==> src/rtl/acd_pkg.sv <==
// Shared types, constants and helpers for the ADC channel average scaler.
// Used by every module under rtl/; depends on nothing else.
`default_nettype none

package acd_pkg;

  localparam int ADC_BITS  = 12;
  localparam int SLOTS_DEF = 8;
  localparam int SLOT_W    = 3;
  localparam int KIND_W    = 3;
  localparam int SUM_W     = 20;
  localparam int CNT_W     = 8;
  localparam int GAIN_W    = 32;
  localparam int VAL_W     = 48;
  localparam int REFMV_W   = 16;
  localparam int CODE_W    = 12;
  localparam int PADDR_W   = 4;
  localparam int PDATA_W   = 32;

  // Shared divider: widest dividend is mean*ref_mv<<16, widest divisor 1000*full scale.
  localparam int DIVD_W = 44;
  localparam int DIVR_W = 22;
  localparam int MUL_A_W = 34;
  localparam int MUL_P_W = 66;

  localparam logic [ADC_BITS-1:0] FULL_SCALE = '1;
  localparam logic [DIVR_W-1:0] VOLT_DIV = DIVR_W'(1000 * ((1 << ADC_BITS) - 1));
  localparam logic [DIVR_W-1:0] MV_DIV   = DIVR_W'(1000);
  localparam logic [REFMV_W-1:0] REFMV_RESET = REFMV_W'(3300);

  localparam logic signed [VAL_W-1:0] VAL_MAX = {1'b0, {(VAL_W-1){1'b1}}};
  localparam logic signed [VAL_W-1:0] VAL_MIN = {1'b1, {(VAL_W-1){1'b0}}};

  localparam logic CMD_SAMPLE = 1'b0;
  localparam logic CMD_LOAD   = 1'b1;

  localparam logic [1:0] REG_SPA   = 2'd0;
  localparam logic [1:0] REG_VCODE = 2'd1;
  localparam logic [1:0] REG_VCAL  = 2'd2;

  typedef enum logic [KIND_W-1:0] {
    KIND_CURRENT   = 3'd0,
    KIND_POS_RES   = 3'd1,
    KIND_NEG_RES   = 3'd2,
    KIND_VOLTAGE   = 3'd3,
    KIND_REFERENCE = 3'd4,
    KIND_RAW       = 3'd5
  } kind_t;

  typedef enum logic [3:0] {
    ST_IDLE, ST_UPD, ST_MEAN, ST_MUL1, ST_DIV2S, ST_DIV2W,
    ST_MUL2, ST_SCALE, ST_DIV3S, ST_DIV3W, ST_RES, ST_OUT
  } state_t;

  typedef enum logic [1:0] {DIV_MEAN, DIV_KIND, DIV_MV} div_sel_t;
  typedef enum logic {MUL_FIRST, MUL_OFFSET} mul_sel_t;

  typedef struct packed {
    logic                     command;
    logic [SLOT_W-1:0]        slot;
    logic [ADC_BITS-1:0]      sample;
    logic [KIND_W-1:0]        channel_kind;
    logic signed [GAIN_W-1:0] gain;
    logic signed [GAIN_W-1:0] offset_value;
  } item_t;

  typedef struct packed {
    logic [SLOT_W-1:0]       out_slot;
    logic signed [VAL_W-1:0] value;
    logic                    divide_fault;
  } result_t;

  typedef struct packed {
    logic [CNT_W-1:0]  samples_per_average;
    logic [CODE_W-1:0] vref_factory_code;
    logic [CODE_W-1:0] vref_cal_mv;
  } cfg_t;

  typedef struct packed {
    logic     take_item;
    logic     upd;
    logic     div_start;
    div_sel_t div_sel;
    logic     latch_m;
    logic     mul;
    mul_sel_t mul_sel;
    logic     latch_q2;
    logic     ref_update;
    logic     scale;
    logic     res_load;
    logic     out_load;
  } dp_cmd_t;

  typedef struct packed {
    logic  slot_ok;
    logic  is_load;
    logic  avg_done;
    kind_t kind;
    logic  fault_now;
    logic  div_done;
    logic  out_free;
  } dp_status_t;

  function automatic logic signed [VAL_W-1:0] sat_val(input logic signed [63:0] x);
    logic signed [VAL_W-1:0] r;
    if (x > 64'(VAL_MAX)) r = VAL_MAX;
    else if (x < 64'(VAL_MIN)) r = VAL_MIN;
    else r = x[VAL_W-1:0];
    return r;
  endfunction

endpackage

`default_nettype wire

==> src/rtl/acd_regs.sv <==
// APB-style configuration registers of the ADC channel average scaler.
// Depends on acd_pkg.
`default_nettype none

module acd_regs
  import acd_pkg::*;
(
  input  wire logic               clk,
  input  wire logic               rst,
  input  wire logic               psel,
  input  wire logic               penable,
  input  wire logic               pwrite,
  input  wire logic [PADDR_W-1:0] paddr,
  input  wire logic [PDATA_W-1:0] pwdata,
  output logic      [PDATA_W-1:0] prdata,
  output logic                    pready,
  output cfg_t                    cfg
);

  logic wr;

  assign pready = 1'b1;
  assign wr = psel && penable && pwrite;

  always_ff @(posedge clk) begin
    if (rst) begin
      cfg.samples_per_average <= CNT_W'(5);
      cfg.vref_factory_code   <= CODE_W'(1650);
      cfg.vref_cal_mv         <= CODE_W'(3000);
    end else if (wr) begin
      case (paddr[3:2])
        REG_SPA:   cfg.samples_per_average <= pwdata[CNT_W-1:0];
        REG_VCODE: cfg.vref_factory_code   <= pwdata[CODE_W-1:0];
        REG_VCAL:  cfg.vref_cal_mv         <= pwdata[CODE_W-1:0];
        default: ;
      endcase
    end
  end

  always_comb begin
    case (paddr[3:2])
      REG_SPA:   prdata = PDATA_W'(cfg.samples_per_average);
      REG_VCODE: prdata = PDATA_W'(cfg.vref_factory_code);
      REG_VCAL:  prdata = PDATA_W'(cfg.vref_cal_mv);
      default:   prdata = '0;
    endcase
  end

endmodule

`default_nettype wire

==> config.mk <==
export PLATFORM = sky130hd
export DESIGN_NAME = acd_regs
export DESIGN_NICKNAME = d
export VERILOG_FILES = /design/src/rtl/acd_pkg.sv /design/src/rtl/acd_regs.sv
export SDC_FILE = /design/constraint.sdc
export NUM_CORES = 1
export LEC_CHECK = 0
export BUFFER_PORTS_ARGS = -buffer_cell sky130_fd_sc_hd__buf_2
export CORE_MARGIN = 2
export CORE_UTILIZATION = 40
export DETAILED_ROUTE_END_ITERATION = 16
export GPL_TIMING_DRIVEN = 0
export PLACE_DENSITY_LB_ADDON = 0.2
export SYNTH_ARGS = -nofsm -noshare
export SYNTH_HDL_FRONTEND = slang
export SYNTH_SLANG_ARGS = --single-unit
==> constraint.sdc <==
create_clock -name clk -period 1 [get_ports clk]
set_input_delay 0.05 -clock clk [delete_from_list [all_inputs] [get_ports clk]]
set_output_delay 0.05 -clock clk [all_outputs]
set_load 0.01 [all_outputs]
==> results.cfg <==
[critical_path]
timing.rr.start = cfg[26]$_SDFFE_PP1P_
arrival_ps = 960
path_delay_family = flip-flops
cp-start-kind = register
rrSetupSlack_ps = 240
r2r_end = cfg[26]$_SDFFE_PP1P_
worstRegToRegCells = 3
crit_required_ps = 950
critical_path_buf_inv_count = 1
endpoint_kind = output pin
cp_max_fo = 2
max_stage_delay_ps = 320
cp_cell_sequence = mux2i_1, o21ai_1, buf_2
critPathLaunch = cfg[12]$_SDFFE_PP0P_
path_class = register to output pin
critPathSlowestCell = dfxtp_2

[logic_synthesis]
synth_area_per_cell_um2 = 9.19
ys_seq_area_share_pct = 36.7
yosysTopAreaCellShare_pct = 36.7
synth-seq-cells = 32
ys_types = 19
syn_area_um2 = 1750
yosys-top-cells-area = dfxtp_1 (37%), mux2i_1 (23%), nand2b_1 (10%)
synth_cells = 190
yosys.area.top_type = dfxtp_1
yosys_warnings = 0

[global_routing]
grt_pass1_wl_mm = 6.91
grt_pass1_vias = 1383
grt_max_degree = 11
antenna_found_initial = 0
gr-total-overflow = 0
use_met3_pct = 5.63
grt_util_met1_pct = 23.5
met2_usage_pct = 29.3
gr-max-usage-layer = met2
grt_use_total_pct = 18.4

[layout]
top_regs = cfg (32)
final_cell_mix = buf_2 (59), mux2i_1 (40), buf_4 (37), nand2b_1 (28), nor2_1 (27)
final_nets = 332
drive_above_1_share_pct = 46.0
utilization_pct = 56.8
layout.area.seq_um2 = 667
multi_input_area_um2 = 951
diodes = 0
largest_reg_flops = 32
fin_area_um2 = 2420
layout_commonest_cell = buf_2
area_delta_synth_final_pct = 38.9
regMostFlops = cfg
n_fill_cell = 404

[floorplan]
dieWidth_um = 70.1
die_h_um = 70.1
ios = 106
rows = 24
core_um2 = 4260
start_util_pct = 40.9
die-area_um2 = 4910

[drt]
wl_per_cell_um = 12.9
drt_iter0_markers = 46
wirelength_mm = 4.43
drc = 0
vias = 1552
drtPass1Iterations = 4
drtAntennaViolNets = 0
viasPerCell = 4.52

[clocking]
cts_tree = done
cts-htree-levels = 2
root_buffer = clkbuf_8
clock_latency_ps = 280
cts_sinks = 32
clk_pin_slew_ps = 70
numCtsBuffers = 5
cts.path.max_buffers = 2

[pwr]
p_per_area_nw_per_um2 = 1110
leakage_nw = 1.17
max-vdd-ir-drop_uv = 627

[sta]
hold_viol = 0
drv_slew = 0
slew_headroom_pct = 62.6
fin_skew_ps = 0
rsz0062_at_grt = yes
period_needed_ps = 1010
setup_viol = 1
finalSetupTns_ps = -14.5
max_freq_mhz = 986
worst_slack_ps = -14.5
hold-worst-slack_ps = 23.8
period_share_pct = 101
tightest_slew_ps = 560

[place]
place_hpwl_mm = 3.06
place_area_um2 = 2190
routabilityCongestion = 0.748
dp_worst_setup_slack_ps = -171
io_buffers = 61

[min_path]
worstHoldStart = pwdata[8]
hold_path_class = primary input to register
worstHoldPathCells = 3
whs_endpoint = cfg[20]$_SDFFE_PP0P_

[outcome]
failed_checks = setup timing
outcome = complete, but fails checks

[run]
max-cap-violations = 0
cells by family after synthesis:
family | count (synthesis) | share of synthesized area, %
muxes | 40 | 22.9
AOI/OAI and AO/OA | 12 | 4.30
and+or+nand+nor | 71 | 22.6
other | 2 | 0.430
DFF | 32 | 36.7
buffers and inverters | 33 | 13.0
where the power goes:
group,internal [mW],switching (mW)
logic,0.223,0.239
registers,1.29,0.0114
clock network,0.472,0.461
total,1.99,0.711
area by class of cell:
type	count	share of cell area (%)
clock inverter	1	0.207
clock buffer	6	2.99
buffer	33	10.2
multi-input combinational	144	39.2
sequential	32	27.5
tap	52	2.68
timing repair buffer	75	17.1
synthesized netlist by cell type:
cell type   n
nand4_1     1
nand2b_1   28
nor3b_4     1
and2b_1     2
or3_1       1
nor2_1     27
clkbuf_1    6
buf_6       2
buf_4      23
nor3b_1     1
mux2i_1    40
conb_1      2
a22o_1      4
dfxtp_1    32
buf_2       2
nor3_4      1
nand3_4     1
nand2_1     8
o21ai_0     8
through the flow:
stage	instances	power, mW
2_1_floorplan	209	1.62
3_3_place_gp	322	1.76
3_5_place_dp	322	1.76
4_1_cts	341	2.71
5_1_grt	343	2.85
6_report	343	2.70
repair_timing:
item	4_1_cts	5_1_grt
hold endpoints to repair	0	0
endpoints found under the setup margin	12	12
buffers inserted	12	2
hold buffers	0	0
resized for setup	29	9
worst max path at each step:
| stage | to | slack, ps | cells after the start |
|---|---|---|---|
| floorplan | cfg[16]$_SDFFE_PP1P_ | 160 | 4 |
| global placement | cfg[19]$_SDFFE_PP0P_ | -150 | 4 |
| detailed placement | cfg[15]$_SDFFE_PP0P_ | -170 | 4 |
| CTS | prdata[0] | -10 | 3 |
| global route | prdata[5] | -70 | 3 |
| finish | prdata[0] | -10 | 3 |
worst register-to-register path, stage by stage (launching register included):
cell and delay [ps]:
dfxtp_2 320, buf_4 130, nor2_1 110, mux2i_1 80
per-layer routing:
metal	routed length, um	part of all wire, %
met1	1990	45
met2	2110	48
met3	272	6.1
met4	61	1.4
met5	0	0
Note: power is estimated with default switching activity, not from simulation.
