## src/rtl/acd_pkg.sv

```systemverilog
// Shared types, constants and helpers for the ADC channel average scaler.
// Used by every module under rtl/; depends on nothing else.
`default_nettype none

package acd_pkg;

  localparam int ADC_BITS  = 12;
  localparam int SLOTS_DEF = 8;
  localparam int SLOT_W    = 3;
  localparam int KIND_W    = 3;
  localparam int SUM_W     = 20;
  localparam int CNT_W     = 8;
  localparam int GAIN_W    = 32;
  localparam int VAL_W     = 48;
  localparam int REFMV_W   = 16;
  localparam int CODE_W    = 12;
  localparam int PADDR_W   = 4;
  localparam int PDATA_W   = 32;

  // Shared divider: widest dividend is mean*ref_mv<<16, widest divisor 1000*full scale.
  localparam int DIVD_W = 44;
  localparam int DIVR_W = 22;
  localparam int MUL_A_W = 34;
  localparam int MUL_P_W = 66;

  localparam logic [ADC_BITS-1:0] FULL_SCALE = '1;
  localparam logic [DIVR_W-1:0] VOLT_DIV = DIVR_W'(1000 * ((1 << ADC_BITS) - 1));
  localparam logic [DIVR_W-1:0] MV_DIV   = DIVR_W'(1000);
  localparam logic [REFMV_W-1:0] REFMV_RESET = REFMV_W'(3300);

  localparam logic signed [VAL_W-1:0] VAL_MAX = {1'b0, {(VAL_W-1){1'b1}}};
  localparam logic signed [VAL_W-1:0] VAL_MIN = {1'b1, {(VAL_W-1){1'b0}}};

  localparam logic CMD_SAMPLE = 1'b0;
  localparam logic CMD_LOAD   = 1'b1;

  localparam logic [1:0] REG_SPA   = 2'd0;
  localparam logic [1:0] REG_VCODE = 2'd1;
  localparam logic [1:0] REG_VCAL  = 2'd2;

  typedef enum logic [KIND_W-1:0] {
    KIND_CURRENT   = 3'd0,
    KIND_POS_RES   = 3'd1,
    KIND_NEG_RES   = 3'd2,
    KIND_VOLTAGE   = 3'd3,
    KIND_REFERENCE = 3'd4,
    KIND_RAW       = 3'd5
  } kind_t;

  typedef enum logic [3:0] {
    ST_IDLE, ST_UPD, ST_MEAN, ST_MUL1, ST_DIV2S, ST_DIV2W,
    ST_MUL2, ST_SCALE, ST_DIV3S, ST_DIV3W, ST_RES, ST_OUT
  } state_t;

  typedef enum logic [1:0] {DIV_MEAN, DIV_KIND, DIV_MV} div_sel_t;
  typedef enum logic {MUL_FIRST, MUL_OFFSET} mul_sel_t;

  typedef struct packed {
    logic                     command;
    logic [SLOT_W-1:0]        slot;
    logic [ADC_BITS-1:0]      sample;
    logic [KIND_W-1:0]        channel_kind;
    logic signed [GAIN_W-1:0] gain;
    logic signed [GAIN_W-1:0] offset_value;
  } item_t;

  typedef struct packed {
    logic [SLOT_W-1:0]       out_slot;
    logic signed [VAL_W-1:0] value;
    logic                    divide_fault;
  } result_t;

  typedef struct packed {
    logic [CNT_W-1:0]  samples_per_average;
    logic [CODE_W-1:0] vref_factory_code;
    logic [CODE_W-1:0] vref_cal_mv;
  } cfg_t;

  typedef struct packed {
    logic     take_item;
    logic     upd;
    logic     div_start;
    div_sel_t div_sel;
    logic     latch_m;
    logic     mul;
    mul_sel_t mul_sel;
    logic     latch_q2;
    logic     ref_update;
    logic     scale;
    logic     res_load;
    logic     out_load;
  } dp_cmd_t;

  typedef struct packed {
    logic  slot_ok;
    logic  is_load;
    logic  avg_done;
    kind_t kind;
    logic  fault_now;
    logic  div_done;
    logic  out_free;
  } dp_status_t;

  function automatic logic signed [VAL_W-1:0] sat_val(input logic signed [63:0] x);
    logic signed [VAL_W-1:0] r;
    if (x > 64'(VAL_MAX)) r = VAL_MAX;
    else if (x < 64'(VAL_MIN)) r = VAL_MIN;
    else r = x[VAL_W-1:0];
    return r;
  endfunction

endpackage

`default_nettype wire

```

## src/rtl/acd_ctrl.sv

```systemverilog
// Controller state machine: sequences accept, averaging, conversion and output.
// Depends on acd_pkg.
`default_nettype none

module acd_ctrl
  import acd_pkg::*;
(
  input  wire logic       clk,
  input  wire logic       rst,
  input  wire logic       item_valid,
  output logic            item_stall,
  input  wire dp_status_t stat,
  output dp_cmd_t         cmd
);

  state_t state, state_next;

  always_ff @(posedge clk) begin
    if (rst) state <= ST_IDLE;
    else state <= state_next;
  end

  always_comb begin
    state_next = state;
    cmd = '0;
    cmd.div_sel = DIV_MEAN;
    cmd.mul_sel = MUL_FIRST;
    item_stall = (state != ST_IDLE);
    case (state)
      ST_IDLE: begin
        if (item_valid) begin
          cmd.take_item = 1'b1;
          state_next = ST_UPD;
        end
      end
      ST_UPD: begin
        cmd.upd = 1'b1;
        if (stat.slot_ok && !stat.is_load && stat.avg_done) begin
          cmd.div_start = 1'b1;
          state_next = ST_MEAN;
        end else begin
          state_next = ST_IDLE;
        end
      end
      ST_MEAN: begin
        if (stat.div_done) begin
          cmd.latch_m = 1'b1;
          state_next = ST_MUL1;
        end
      end
      ST_MUL1: begin
        cmd.mul = 1'b1;
        if (stat.fault_now || stat.kind == KIND_RAW) state_next = ST_RES;
        else state_next = ST_DIV2S;
      end
      ST_DIV2S: begin
        cmd.div_start = 1'b1;
        cmd.div_sel = DIV_KIND;
        state_next = ST_DIV2W;
      end
      ST_DIV2W: begin
        if (stat.div_done) begin
          cmd.latch_q2 = 1'b1;
          case (stat.kind)
            KIND_CURRENT, KIND_VOLTAGE: state_next = ST_MUL2;
            KIND_REFERENCE:             state_next = ST_DIV3S;
            default:                    state_next = ST_RES;
          endcase
        end
      end
      ST_MUL2: begin
        cmd.mul = 1'b1;
        cmd.mul_sel = MUL_OFFSET;
        state_next = ST_SCALE;
      end
      ST_SCALE: begin
        cmd.scale = 1'b1;
        state_next = ST_RES;
      end
      ST_DIV3S: begin
        // Quotient holds the new reference millivolts here
        cmd.ref_update = 1'b1;
        cmd.div_start = 1'b1;
        cmd.div_sel = DIV_MV;
        state_next = ST_DIV3W;
      end
      ST_DIV3W: begin
        if (stat.div_done) begin
          cmd.latch_q2 = 1'b1;
          state_next = ST_RES;
        end
      end
      ST_RES: begin
        cmd.res_load = 1'b1;
        state_next = ST_OUT;
      end
      ST_OUT: begin
        if (stat.out_free) begin
          cmd.out_load = 1'b1;
          state_next = ST_IDLE;
        end
      end
      default: state_next = ST_IDLE;
    endcase
  end

endmodule

`default_nettype wire
```

## config.mk

```make
export PLATFORM = sky130hd
export DESIGN_NAME = acd_ctrl
export DESIGN_NICKNAME = d
export VERILOG_FILES = /design/src/rtl/acd_pkg.sv /design/src/rtl/acd_ctrl.sv
export SDC_FILE = /design/constraint.sdc
export NUM_CORES = 1
export LEC_CHECK = 0
export ABC_CLOCK_PERIOD_IN_PS = 1500
export BUFFER_PORTS_ARGS = -buffer_cell sky130_fd_sc_hd__buf_2
export CORE_MARGIN = 3
export CORE_UTILIZATION = 35
export CTS_BUF_LIST = sky130_fd_sc_hd__clkbuf_16
export DETAILED_ROUTE_END_ITERATION = 10
export PLACE_DENSITY = 0.61
export RECOVER_POWER = 100
export SLEW_MARGIN = 40
export SYNTH_ARGS = -nofsm -noshare
export SYNTH_HDL_FRONTEND = slang
export SYNTH_SLANG_ARGS = --single-unit
```

## constraint.sdc

```tcl
create_clock -name clk -period 1.5 [get_ports clk]
set_input_delay 0.075 -clock clk [delete_from_list [all_inputs] [get_ports clk]]
set_output_delay 0.075 -clock clk [all_outputs]
set_load 0.03 [all_outputs]
```

==> run_results.csv <==
group,metric,value,unit
status,outcome,"finished clean",
clock_network,clkTransAtPathRegs,0.03,ns
final_layout,layout-drive-gt1-share,47.7,%
placed_design,hpwl,1.26,mm
synth,yosys-top-cells-area,"dfxtp_1, nand3b_1, buf_2, o21ai_0, nor2_1",
setup_path,r2r-end,"state[1]",
setup_path,cp.required,1.42,ns
global_route,grt_pass1_vias,625,
min_path,hold_end,"state[2]",
synth,muxShareOfSynthArea,1.74,%
setup_path,endpoint_kind,"output port",
setup_path,start_kind,"register",
pwr,power_density,858,mW/mm²
synth,synth_fa_ha_area_share,0,%
route,routed-via-count,718,
setup_path,slowest_stage,"dfxtp_4",
final_layout,mostFrequentLayoutCells,"buf_2, clkbuf_2, buf_4",
final_layout,seqCellArea,92.6,µm²
clock_network,hold_buffers,0,
pwr,clock_power_share,53.5,%
synth,synthSimpleGateAreaFrac,37.0,%
setup_path,r2r_cells,5,
timing,max_freq,682,MHz
synth,ys_seq_area_share,13.9,%
clock_network,cts_root_buf,"clkbuf_16",
setup_path,critical_path.top_delay_family,"flip-flops",
setup_path,r2r_slack,0.10,ns
route,vias_per_cell,5.70,
floorplan,io_pins,26,
min_path,hold_start,"rst",
synth,synth_top_family_by_area,"simple AND/OR/NAND/NOR gates",
synth,yosysWarningCount,0,
floorplan,row_count,13,
synth,synth_top_cell_area_share,13.9,%
final_layout,multiInputGateArea,460,µm²
timing,fin_skew,0.00179,ns
timing,setup_viol,0,
clock_network,h-tree-depth,1,
min_path,whs_path_depth,2,
synth,synthCells,82,
synth,synth_xor_area_share,4.58,%
floorplan,dieArea,0.00216,mm²
pwr,finalPower,0.761,mW
route,drt_iter0_drc,21,
clock_network,clockBufferDepth,2,
synth,yosysUniqueCellTypes,42,
clock_network,cts_buffers,3,
setup_path,regToRegStartpoint,"state[1]",
setup_path,cp_data_arrival_time,1.39,ns
synth,synth_fp_nets,94,
min_path,hp-class,"input pin to register",
timing,rsz0062_at_grt,"true",
setup_path,worst-path-stages,6,
pwr,p_sw_share,27.4,%
synth,synth-edff-count,0,
floorplan,fp.dieW,46.5,µm
placed_design,gp_congestion,0.809,
route,wirelength,1.69,mm
placed_design,place.port_buffers,25,
route,drc,0,
setup_path,path_class,"register to output port",
synth,async_flop_share,0,%
global_route,grtUsageTotal,17.5,%
global_route,overflow,0,
pwr,p_leak,0.390,nW
timing,setup_tns,0,ns
route,ant_nets,0,
global_route,grt_first_pass_wirelength,2.77,mm
timing,fin_crit_sh,97.7,%
final_layout,regMostFlops,"state",
timing,min_period,1.47,ns
clock_network,cts_sinks,4,
run,cap_violations,0,
synth,synth_compound_area_share,30.3,%
setup_path,path_cells,"buf_8 > nand2b_4 > o21ai_1 > nand2_1 > a21oi_2 > buf_6",
final_layout,largest_reg_flops,4,
pwr,pwr-share-comb,28.7,%
final_layout,top_regs,"state (4)",
synth,syn_area,574,µm²
synth,synthFlopType,"dfxtp_1",
route,drtPass1Iterations,4,
clock_network,cts_tree,"built",
pwr,switching_power,0.209,mW
pwr,p_int,0.552,mW
floorplan,floorplan.initialDensity,40.6,%
final_layout,fillCellCount,134,
setup_path,critPathLaunch,"state[3]",
synth,synth-seq-cells,4,
pwr,ir_worst_vdd,0.403,mV
pwr,sequentialPowerShare,17.8,%
global_route,grt_max_degree,17,
final_layout,fin_nets,125,
final_layout,fin_cells,126,
global_route,antenna_found_initial,0,
setup_path,crit_buf_inv,2,
floorplan,fp.dieH,46.5,µm
placed_design,dpl.cell_count,119,
route,wl_per_cell,13.4,µm
clock_network,insertion_delay,0.22,ns
timing,worstMarginPinSlew,0.305,ns
synth,syn_area_per_cell,7.00,µm²
setup_path,max_stage_delay,0.36,ns
timing,slew_headroom,79.4,%
timing,slew_viol_final,0,
floorplan,core_area,0.00142,mm²
setup_path,cp_max_fo,10,
final_layout,syn_to_final_growth,54.5,%
final_layout,antennaDiodeCount,0,
timing,finalHoldViolCount,0,
synth,synth_top_area_cell,"dfxtp_1",
[cell families after synthesis]
kind of cell    count (synthesis)
flops                           4
buf+inv                        14
simple gates                   36
xor+xnor                        3
mux                             1
compound gates                 24
[power groups by stage]
stage	logic, mW	registers (mW)	clock network [mW]
5_1_grt	0.236	0.138	0.426
4_1_cts	0.192	0.140	0.411
3_3_place_gp	0.184	0.136	0
6_report	0.218	0.136	0.407
2_1_floorplan	0.142	0.121	0
3_5_place_dp	0.186	0.137	0
[layer usage]
metal | GRT usage (%) | routed length (µm) | up-vias
met5 | 0 | 0 | -
met4 | 4.55 | 0 | 0
met3 | 2.34 | 87 | 0
met2 | 28.6 | 827 | 23
met1 | 23.8 | 774 | 330
li1 | - | - | 365
[layout make-up]
cell class	count	area share (%)
clock buffer	3	8.46
inverter	4	2.12
multi-input combinational	64	51.9
sequential	4	10.4
tap	15	2.12
timing repair buffer	36	25.0
[Yosys cell counts (2+ instances only)]
cell and n:
buf_2 6, nand3b_1 5, nor3_1 4, dfxtp_1 4
nand2_1 5, xnor2_1 2, o21ai_0 5, inv_1 4
a31oi_1 2, nor2_1 6, and3_1 2, a21oi_1 2
nor3b_1 3, nand2b_1 3, clkbuf_1 2
[stage by stage]
stage	instance area [µm²]	hold slack (ns)	setup slack (ns)	util (%)
5_1_grt	887	0.0965	-0.0460	62.7
4_1_cts	830	0.0799	0.0221	58.6
2_1_floorplan	594	0.144	0.0208	-
6_report	887	0.0807	0.0340	62.7
3_3_place_gp	734	0.315	0.0567	51.9
3_5_place_dp	734	0.315	0.0268	51.9
[how the worst max path moves through the flow]
stage                     endpoint  slack [ns]
after global routing       cmd[10]       -0.05
after floorplan            cmd[11]        0.02
final                      cmd[10]        0.03
after CTS                  cmd[10]        0.02
after detailed placement  state[3]        0.03
after global placement    state[3]        0.06
[worst register-to-register path, stage by stage (launching register included)]
cell and delay, ns:
dfxtp_4 0.40, clkinvlp_4 0.18, clkbuf_4 0.18, a32oi_1 0.25
o21a_1 0.19, o32ai_1 0.07
[what timing repair did]
action                     in CTS  in global routing
setup endpoints to repair       7                  9
hold endpoints to repair        0                  0
resized for setup               8                 10
setup buffers                   0                  4
pin swaps                       0                  2
Power figures use the tool's default switching activity.
