==> src/rtl/acd_pkg.sv <==
// Shared types, constants and helpers for the ADC channel average scaler.
// Used by every module under rtl/; depends on nothing else.
`default_nettype none

package acd_pkg;

  localparam int ADC_BITS  = 12;
  localparam int SLOTS_DEF = 8;
  localparam int SLOT_W    = 3;
  localparam int KIND_W    = 3;
  localparam int SUM_W     = 20;
  localparam int CNT_W     = 8;
  localparam int GAIN_W    = 32;
  localparam int VAL_W     = 48;
  localparam int REFMV_W   = 16;
  localparam int CODE_W    = 12;
  localparam int PADDR_W   = 4;
  localparam int PDATA_W   = 32;

  // Shared divider: widest dividend is mean*ref_mv<<16, widest divisor 1000*full scale.
  localparam int DIVD_W = 44;
  localparam int DIVR_W = 22;
  localparam int MUL_A_W = 34;
  localparam int MUL_P_W = 66;

  localparam logic [ADC_BITS-1:0] FULL_SCALE = '1;
  localparam logic [DIVR_W-1:0] VOLT_DIV = DIVR_W'(1000 * ((1 << ADC_BITS) - 1));
  localparam logic [DIVR_W-1:0] MV_DIV   = DIVR_W'(1000);
  localparam logic [REFMV_W-1:0] REFMV_RESET = REFMV_W'(3300);

  localparam logic signed [VAL_W-1:0] VAL_MAX = {1'b0, {(VAL_W-1){1'b1}}};
  localparam logic signed [VAL_W-1:0] VAL_MIN = {1'b1, {(VAL_W-1){1'b0}}};

  localparam logic CMD_SAMPLE = 1'b0;
  localparam logic CMD_LOAD   = 1'b1;

  localparam logic [1:0] REG_SPA   = 2'd0;
  localparam logic [1:0] REG_VCODE = 2'd1;
  localparam logic [1:0] REG_VCAL  = 2'd2;

  typedef enum logic [KIND_W-1:0] {
    KIND_CURRENT   = 3'd0,
    KIND_POS_RES   = 3'd1,
    KIND_NEG_RES   = 3'd2,
    KIND_VOLTAGE   = 3'd3,
    KIND_REFERENCE = 3'd4,
    KIND_RAW       = 3'd5
  } kind_t;

  typedef enum logic [3:0] {
    ST_IDLE, ST_UPD, ST_MEAN, ST_MUL1, ST_DIV2S, ST_DIV2W,
    ST_MUL2, ST_SCALE, ST_DIV3S, ST_DIV3W, ST_RES, ST_OUT
  } state_t;

  typedef enum logic [1:0] {DIV_MEAN, DIV_KIND, DIV_MV} div_sel_t;
  typedef enum logic {MUL_FIRST, MUL_OFFSET} mul_sel_t;

  typedef struct packed {
    logic                     command;
    logic [SLOT_W-1:0]        slot;
    logic [ADC_BITS-1:0]      sample;
    logic [KIND_W-1:0]        channel_kind;
    logic signed [GAIN_W-1:0] gain;
    logic signed [GAIN_W-1:0] offset_value;
  } item_t;

  typedef struct packed {
    logic [SLOT_W-1:0]       out_slot;
    logic signed [VAL_W-1:0] value;
    logic                    divide_fault;
  } result_t;

  typedef struct packed {
    logic [CNT_W-1:0]  samples_per_average;
    logic [CODE_W-1:0] vref_factory_code;
    logic [CODE_W-1:0] vref_cal_mv;
  } cfg_t;

  typedef struct packed {
    logic     take_item;
    logic     upd;
    logic     div_start;
    div_sel_t div_sel;
    logic     latch_m;
    logic     mul;
    mul_sel_t mul_sel;
    logic     latch_q2;
    logic     ref_update;
    logic     scale;
    logic     res_load;
    logic     out_load;
  } dp_cmd_t;

  typedef struct packed {
    logic  slot_ok;
    logic  is_load;
    logic  avg_done;
    kind_t kind;
    logic  fault_now;
    logic  div_done;
    logic  out_free;
  } dp_status_t;

  function automatic logic signed [VAL_W-1:0] sat_val(input logic signed [63:0] x);
    logic signed [VAL_W-1:0] r;
    if (x > 64'(VAL_MAX)) r = VAL_MAX;
    else if (x < 64'(VAL_MIN)) r = VAL_MIN;
    else r = x[VAL_W-1:0];
    return r;
  endfunction

endpackage

`default_nettype wire

==> src/rtl/acd_div.sv <==
// Shared unsigned restoring divider, two quotient bits per cycle.
// Depends on acd_pkg for default widths.
`default_nettype none

module acd_div
  import acd_pkg::*;
#(
  parameter int DW = DIVD_W,
  parameter int RW = DIVR_W
) (
  input  wire logic          clk,
  input  wire logic          rst,
  input  wire logic          start,
  input  wire logic [DW-1:0] dividend,
  input  wire logic [RW-1:0] divisor,
  output logic               busy,
  output logic               done,
  output logic      [DW-1:0] quotient
);

  localparam int ITER  = DW / 2;
  localparam int ITW   = $clog2(ITER + 1);

  logic [RW-1:0]  rem, r1, r2;
  logic [DW-1:0]  quo, q1, q2;
  logic [RW-1:0]  dvs;
  logic [ITW-1:0] cnt;
  logic [RW:0]    t1, t2;
  logic           ge1, ge2;

  always_comb begin
    t1  = {rem, quo[DW-1]};
    ge1 = t1 >= {1'b0, dvs};
    r1  = ge1 ? RW'(t1 - {1'b0, dvs}) : t1[RW-1:0];
    q1  = {quo[DW-2:0], ge1};
    t2  = {r1, q1[DW-1]};
    ge2 = t2 >= {1'b0, dvs};
    r2  = ge2 ? RW'(t2 - {1'b0, dvs}) : t2[RW-1:0];
    q2  = {q1[DW-2:0], ge2};
  end

  always_ff @(posedge clk) begin
    if (rst) begin
      busy <= 1'b0;
      done <= 1'b0;
      cnt  <= '0;
    end else begin
      done <= 1'b0;
      if (start) begin
        busy <= 1'b1;
        cnt  <= ITW'(ITER);
      end else if (busy) begin
        cnt <= cnt - ITW'(1);
        if (cnt == ITW'(1)) begin
          busy <= 1'b0;
          done <= 1'b1;
        end
      end
    end
  end

  always_ff @(posedge clk) begin
    if (start) begin
      rem <= '0;
      quo <= dividend;
      dvs <= divisor;
    end else if (busy) begin
      rem <= r2;
      quo <= q2;
    end
  end

  assign quotient = quo;

endmodule

`default_nettype wire

==> src/rtl/acd_dp.sv <==
// Datapath: slot tables, sums, multiplier, shared divider and result register.
// Depends on acd_pkg and acd_div.
`default_nettype none

module acd_dp
  import acd_pkg::*;
#(
  parameter int SLOTS = SLOTS_DEF
) (
  input  wire logic       clk,
  input  wire logic       rst,
  input  wire item_t      item,
  input  wire cfg_t       cfg,
  input  wire dp_cmd_t    cmd,
  output dp_status_t      stat,
  output logic            result_valid,
  input  wire logic       result_stall,
  output result_t         result
);

  localparam int IDX_W = (SLOTS > 1) ? $clog2(SLOTS) : 1;

  logic [SUM_W-1:0]         sums  [SLOTS];
  logic [CNT_W-1:0]         cnts  [SLOTS];
  logic [KIND_W-1:0]        kinds [SLOTS];
  logic signed [GAIN_W-1:0] gains [SLOTS];
  logic signed [GAIN_W-1:0] offs  [SLOTS];

  item_t                    item_q;
  logic [IDX_W-1:0]         idx;
  logic [SUM_W-1:0]         newsum;
  logic [CNT_W-1:0]         newcnt, limit;
  kind_t                    kind_q;
  logic signed [GAIN_W-1:0] g_q, o_q;
  logic [ADC_BITS-1:0]      m;
  logic [ADC_BITS-1:0]      fs_minus_m;
  logic signed [MUL_A_W-1:0] mul_a;
  logic signed [GAIN_W-1:0]  mul_b;
  logic signed [MUL_P_W-1:0] prod, p1, p1_mag;
  logic [DIVD_W-1:0]        q2;
  logic signed [63:0]       scaled, sh64, q64, o64, signed_q;
  logic                     fault_q, fault_now;
  logic signed [VAL_W-1:0]  res_val, res_val_next;
  logic                     res_fault;
  logic [REFMV_W-1:0]       ref_mv;
  logic [DIVD_W-1:0]        div_dvd;
  logic [DIVR_W-1:0]        div_dvs;
  logic                     div_busy, div_done;
  logic [DIVD_W-1:0]        div_q;
  kind_t                    kind_map;

  assign idx        = item_q.slot[IDX_W-1:0];
  assign newsum     = SUM_W'(sums[idx] + SUM_W'(item_q.sample));
  assign newcnt     = CNT_W'(cnts[idx] + CNT_W'(1));
  assign limit      = (cfg.samples_per_average == '0) ? CNT_W'(1) : cfg.samples_per_average;
  assign fs_minus_m = FULL_SCALE - m;
  assign kind_map   = (kinds[idx] > KIND_RAW) ? KIND_RAW : kind_t'(kinds[idx]);

  always_comb begin
    case (kind_q)
      KIND_POS_RES:   fault_now = (m == '0);
      KIND_NEG_RES:   fault_now = (m == FULL_SCALE);
      KIND_REFERENCE: fault_now = (m == '0);
      default:        fault_now = 1'b0;
    endcase
  end

  always_comb begin
    stat.slot_ok   = int'(item_q.slot) < SLOTS;
    stat.is_load   = (item_q.command == CMD_LOAD);
    stat.avg_done  = newcnt >= limit;
    stat.kind      = kind_q;
    stat.fault_now = fault_now;
    stat.div_done  = div_done;
    stat.out_free  = !result_valid || !result_stall;
  end

  // Input item register
  always_ff @(posedge clk) begin
    if (cmd.take_item) item_q <= item;
  end

  always_ff @(posedge clk) begin
    if (rst) begin
      for (int i = 0; i < SLOTS; i++) begin
        sums[i] <= '0;
        cnts[i] <= '0;
      end
    end else if (cmd.upd && stat.slot_ok && !stat.is_load) begin
      sums[idx] <= stat.avg_done ? '0 : newsum;
      cnts[idx] <= stat.avg_done ? '0 : newcnt;
    end
  end

  always_ff @(posedge clk) begin
    if (cmd.upd && stat.slot_ok && stat.is_load) begin
      kinds[idx] <= item_q.channel_kind;
      gains[idx] <= item_q.gain;
      offs[idx]  <= item_q.offset_value;
    end
  end

  // Multiplier operands
  always_comb begin
    mul_a = '0;
    mul_b = '0;
    if (cmd.mul_sel == MUL_OFFSET) begin
      mul_a = $signed({{(MUL_A_W-23){1'b0}}, q2[22:0]}) + $signed({{2{o_q[GAIN_W-1]}}, o_q});
      mul_b = g_q;
    end else begin
      case (kind_q)
        KIND_CURRENT, KIND_VOLTAGE: begin
          mul_a = $signed(MUL_A_W'(m));
          mul_b = $signed(GAIN_W'(ref_mv));
        end
        KIND_POS_RES: begin
          mul_a = $signed(MUL_A_W'(fs_minus_m));
          mul_b = g_q;
        end
        KIND_NEG_RES: begin
          mul_a = $signed(MUL_A_W'(m));
          mul_b = g_q;
        end
        KIND_REFERENCE: begin
          mul_a = $signed(MUL_A_W'(cfg.vref_cal_mv));
          mul_b = $signed(GAIN_W'(cfg.vref_factory_code));
        end
        default: ;
      endcase
    end
  end

  assign prod   = mul_a * mul_b;
  assign p1_mag = p1[MUL_P_W-1] ? -p1 : p1;

  // Divider operands
  always_comb begin
    div_dvd = '0;
    div_dvs = DIVR_W'(1);
    case (cmd.div_sel)
      DIV_MEAN: begin
        div_dvd = DIVD_W'(newsum);
        div_dvs = DIVR_W'(newcnt);
      end
      DIV_KIND: begin
        case (kind_q)
          KIND_CURRENT, KIND_VOLTAGE: begin
            div_dvd = {p1[DIVD_W-17:0], 16'b0};
            div_dvs = VOLT_DIV;
          end
          KIND_POS_RES: begin
            div_dvd = p1_mag[DIVD_W-1:0];
            div_dvs = DIVR_W'(m);
          end
          KIND_NEG_RES: begin
            div_dvd = p1_mag[DIVD_W-1:0];
            div_dvs = DIVR_W'(fs_minus_m);
          end
          KIND_REFERENCE: begin
            div_dvd = p1[DIVD_W-1:0];
            div_dvs = DIVR_W'(m);
          end
          default: ;
        endcase
      end
      DIV_MV: begin
        div_dvd = {q2[DIVD_W-17:0], 16'b0};
        div_dvs = MV_DIV;
      end
      default: ;
    endcase
  end

  acd_div #(.DW(DIVD_W), .RW(DIVR_W)) u_div (
    .clk      (clk),
    .rst      (rst),
    .start    (cmd.div_start),
    .dividend (div_dvd),
    .divisor  (div_dvs),
    .busy     (div_busy),
    .done     (div_done),
    .quotient (div_q)
  );

  always_ff @(posedge clk) begin
    if (cmd.upd) begin
      kind_q <= kind_map;
      g_q    <= gains[idx];
      o_q    <= offs[idx];
    end
    if (cmd.latch_m) m <= div_q[ADC_BITS-1:0];
    if (cmd.mul) begin
      p1 <= prod;
      if (cmd.mul_sel == MUL_FIRST) fault_q <= fault_now;
    end
    if (cmd.latch_q2) q2 <= div_q;
    if (cmd.scale) begin
      // Floor to whole units, then scale current by 1000 = 1024 - 16 - 8
      if (kind_q == KIND_CURRENT) scaled <= (sh64 <<< 10) - (sh64 <<< 4) - (sh64 <<< 3);
      else scaled <= sh64;
    end
  end

  assign sh64 = 64'($signed(p1[MUL_P_W-1:16]));

  always_ff @(posedge clk) begin
    if (rst) ref_mv <= REFMV_RESET;
    else if (cmd.ref_update) begin
      ref_mv <= (|q2[DIVD_W-1:REFMV_W]) ? '1 : q2[REFMV_W-1:0];
    end
  end

  assign q64      = {{(64-DIVD_W){1'b0}}, q2};
  assign o64      = {{(64-GAIN_W){o_q[GAIN_W-1]}}, o_q};
  assign signed_q = p1[MUL_P_W-1] ? -q64 : q64;

  always_comb begin
    if (fault_q) begin
      if (kind_q == KIND_REFERENCE) res_val_next = VAL_MAX;
      else res_val_next = g_q[GAIN_W-1] ? VAL_MIN : VAL_MAX;
    end else begin
      case (kind_q)
        KIND_CURRENT, KIND_VOLTAGE: res_val_next = sat_val(scaled);
        KIND_POS_RES, KIND_NEG_RES: res_val_next = sat_val(signed_q + o64);
        KIND_REFERENCE:             res_val_next = sat_val(q64);
        default: res_val_next = $signed({{(VAL_W-ADC_BITS-16){1'b0}}, m, 16'b0});
      endcase
    end
  end

  always_ff @(posedge clk) begin
    if (cmd.res_load) begin
      res_val   <= res_val_next;
      res_fault <= fault_q;
    end
  end

  // Output register: hold while stalled
  always_ff @(posedge clk) begin
    if (rst) result_valid <= 1'b0;
    else if (cmd.out_load) result_valid <= 1'b1;
    else if (!result_stall) result_valid <= 1'b0;
  end

  always_ff @(posedge clk) begin
    if (cmd.out_load) begin
      result.out_slot     <= item_q.slot;
      result.value        <= res_val;
      result.divide_fault <= res_fault;
    end
  end

`ifndef SYNTHESIS
  a_div_idle: assert property (@(posedge clk) disable iff (rst)
    cmd.div_start |-> !div_busy) else $error("divider started while busy");
  a_out_load: assert property (@(posedge clk) disable iff (rst)
    cmd.out_load |=> result_valid) else $error("result beat lost on load");
  a_fault_sat: assert property (@(posedge clk) disable iff (rst)
    (result_valid && result.divide_fault) |->
      (result.value == VAL_MAX || result.value == VAL_MIN))
    else $error("fault result not saturated");
`endif

endmodule

`default_nettype wire

==> config.mk <==
export PLATFORM = sky130hd
export DESIGN_NAME = acd_dp
export DESIGN_NICKNAME = d
export VERILOG_FILES = /design/src/rtl/acd_pkg.sv /design/src/rtl/acd_div.sv /design/src/rtl/acd_dp.sv
export SDC_FILE = /design/constraint.sdc
export NUM_CORES = 2
export LEC_CHECK = 0
export ABC_AREA = 1
export BUFFER_PORTS_ARGS = -buffer_cell sky130_fd_sc_hd__buf_2
export CAP_MARGIN = 20
export CORE_MARGIN = 2
export CORE_UTILIZATION = 45
export DETAILED_ROUTE_END_ITERATION = 8
export HOLD_SLACK_MARGIN = 0.15
export SYNTH_ARGS = -nofsm -noshare
export SYNTH_HDL_FRONTEND = slang
export SYNTH_SLANG_ARGS = --single-unit
==> constraint.sdc <==
create_clock -name clk -period 8.18 [get_ports clk]
set_input_delay 0.818 -clock clk [delete_from_list [all_inputs] [get_ports clk]]
set_output_delay 0.818 -clock clk [all_outputs]
set_load 0.02 [all_outputs]
==> impl_metrics.yaml <==
status:
  status: "complete, but fails checks"
  failed_checks: "negative setup slack"
job:
  drv_cap: 0
synth:
  post_synth_instance_area_sq_mm: 0.106
  synthDominantCellAreaShare_pct: 35.5
  synth.ff_latch_count: 1302
  dominant_cells_by_area_after_synthesis: "edfxtp_1 (36%), fa_1 (22%), nand2_1 (8.6%)"
  synthCells: 11600
  postSynth.topFlopCell: "edfxtp_1"
  ffs_w_async_s_r_synth_pct: 0
  ys_top_cells_by_count: "nand2_1 (2433), inv_1 (2023), nor2_1 (1437)"
  synth-warning-count: 0
  synthMostInstantiatedCell: "nand2_1"
  synth_top_area_cell: "edfxtp_1"
  part_of_the_yosys_area_used_for_sequential_elements_pct: 36.4
  synth-edff-count: 1253
  postSynthAreaPerCell_sq_um: 9.10
  ys_types: 62
  synth.net_count: 13400
floorplanning:
  dieArea_sq_mm: 0.239
  initial_utilization_pct: 45.1
  die_width_um: 489
  num_io_pins: 193
  chipHeight_um: 489
  floorplan.rows: 178
  core-area_sq_mm: 0.235
worst_setup_path:
  worstPathRequired_ns: 8.74
  cp-endpoint: "p1[47]$_DFFE_PP_"
  reg2reg_from: "o_q[0]$_DFFE_PP_"
  setup.reg_to_reg.worst_slack_ns: -1.05
  r2r.worst_path.cells: 43
  startpoint: "o_q[0]$_DFFE_PP_"
  worst-setup-path-type: "register to register"
  slowest_delay_ns: 0.57
  critical_path.endpoint_type: "register"
  slowest_stage: "fa_2"
  crit_top_cell: "fa_2"
  worstPathMaxFanout: 4
  endpoint_of_the_lowest_slack_register_to_register_path: "p1[47]$_DFFE_PP_"
  wp_data_arrival_ns: 9.79
  critPathLaunchType: "register"
timing:
  timing.slew.headroom_pct: 19.7
  max_slew.worst_pin.slew_ns: 1.20
  final_period_minus_worst_setup_slack_ns: 9.23
  setup_repair_after_global_routing_missed_its_margin: "true"
  hold_viol: 0
  setup_slack_ns: -1.05
  max_freq_ghz: 0.108
  timing.final.crit_share_pct: 113
  timing_max_transition_violations_final: 0
  setup_violations: 52
  timing.clock.skew_ns: 0.0855
placement:
  gpl.final_weighted_congestion: 1.02
  placed_cell_area_sq_mm: 0.118
  hpwl_um: 304000
  place.port_buffers: 191
  placedCellCount: 15500
  pre_cts_slack_ns: -1.44
routing:
  top_layer: "met5"
  vias_per_cell: 5.50
  wl_per_cell_um: 24.5
  drtAntennaViolNets: 0
  initialDrtViolationCount: 9267
  totalWireLength_um: 390000
  met1Wirelength_um: 163000
  dr_wl_met3_um: 36200
  drt-pass1-iter-count: 8
  detailroute.wirelength.met2_um: 171000
  drt_drc_violations_left: 0
  vias: 87600
finish:
  finalCoreUtilization_pct: 54.1
  area_growth_syn_to_layout_pct: 19.9
  fin_cells: 15900
  final_nets: 14400
  drive_gt1_share_pct: 16.9
  stdcell_area_sq_mm: 0.127
clock_tree:
  h_tree_levels: 4
  tritoncts: "done"
  path_clk_slew_ns: 0.06
  clock_latency_ns: 0.84
  cts_max_path_buffers: 3
  tritoncts.num_buffers: 140
  clk_root_buf: "clkbuf_16"
  clock_sink_count: 1302
hold_path:
  min_delay_path_depth: 1
  holdCritPathClass: "input port to register"
global_routing:
  grt_pass1_wl_um: 571000
  globalRouteTotalUtil_pct: 32.4
  grt.overflow.total: 0
  grt_max_degree: 75
  grt_pass1_vias: 87300
  antenna_found_initial: 19
-- final cells by class --
cell class,count,area [sq um]
fillers,21300,108000
multi-input cells,7799,60600
flip-flops and latches,1302,38600
repair buffers,1314,11400
inverters,2095,7910
well taps,3150,3940
clock buffers,182,3690
clock inverters,71,911
diodes,6,15.0
repair inverters,1,7.51
-- worst max-delay path, delay by kind of cell (launching register included) --
kind / cells / cell delay, ns
xor gates and xnor gates: 1 / 0.13
DFF: 1 / 0.39
AOI/OAI and AO/OA: 7 / 1.01
adders and majority gates: 11 / 4.70
buffers and inverters: 13 / 1.40
and+or+nand+nor: 11 / 1.39
-- routing by layer --
layer  up-vias  track usage (%)
met5         -                0
met3       672             5.99
met2      4151             49.4
met4         6             14.0
met1     43600             45.3
li1      39200                -
-- kinds of logic after synthesis --
family	count (synthesis)	synth area share [%]
AO/OA/AOI/OAI	1393	7.82
XOR/XNOR	258	2.13
adder cells (fa/ha/maj)	1589	27.0
buffers and inverters	2542	9.13
flip-flops	1302	36.4
other	1	0.00354
AND/OR/NAND/NOR	4558	17.4
-- placed cells by master, fill, tap and decap left out, types with 86 or more instances in the layout --
master / count
a21oi_1: 301
a22oi_1: 94
a31oi_1: 86
buf_12: 126
buf_2: 188
buf_4: 870
clkbuf_16: 142
edfxtp_1: 1253
fa_1: 1076
fa_2: 92
ha_1: 353
inv_1: 1954
inv_2: 101
nand2_1: 2363
nand3_1: 251
nand4_1: 211
nor2_1: 1360
o21ai_0: 427
xor2_1: 167
-- worst min path at each step --
stage	startpoint	end	slack (ns)
2_1_floorplan	res_fault$_DFFE_PP_	result[0]$_DFFE_PP_	0.40
5_1_grt	item[0]	item_q[0]$_DFFE_PP_	0.19
3_3_place_gp	res_val[31]$_DFFE_PP_	result[32]$_DFFE_PP_	0.40
3_5_place_dp	res_val[15]$_DFFE_PP_	result[16]$_DFFE_PP_	0.40
6_report	item[81]	idx[2]$_DFFE_PP_	0.23
4_1_cts	item[0]	item_q[0]$_DFFE_PP_	0.15
-- through the flow --
step	hold WS (ns)	setup TNS, ns
2_1_floorplan	0.400	-6.88
3_3_place_gp	0.403	-52.63
3_5_place_dp	0.405	-54.79
4_1_cts	0.150	-31.13
5_1_grt	0.194	-51.55
6_report	0.227	-40.27
-- flip-flops by register name, summed over array words and instances (netlist names), 48 cells and up, named ones only --
name	flops
offs	256
sums	160
cnts	64
result	52
gains	256
p1	66
scaled	62
item_q	79
res_val	48
-- timing repair --
item	in CTS	in global routing
hold buffers	77	0
buffers inserted	81	29
gates resized for setup	404	272
cloned	3	2
pin swaps	190	136
endpoints found under the setup margin	53	53
hold endpoints to repair	78	0
Power is left out: the tool's default activity adds up to more than one toggle a clock period on the data nets, which glitch-free logic cannot reach.
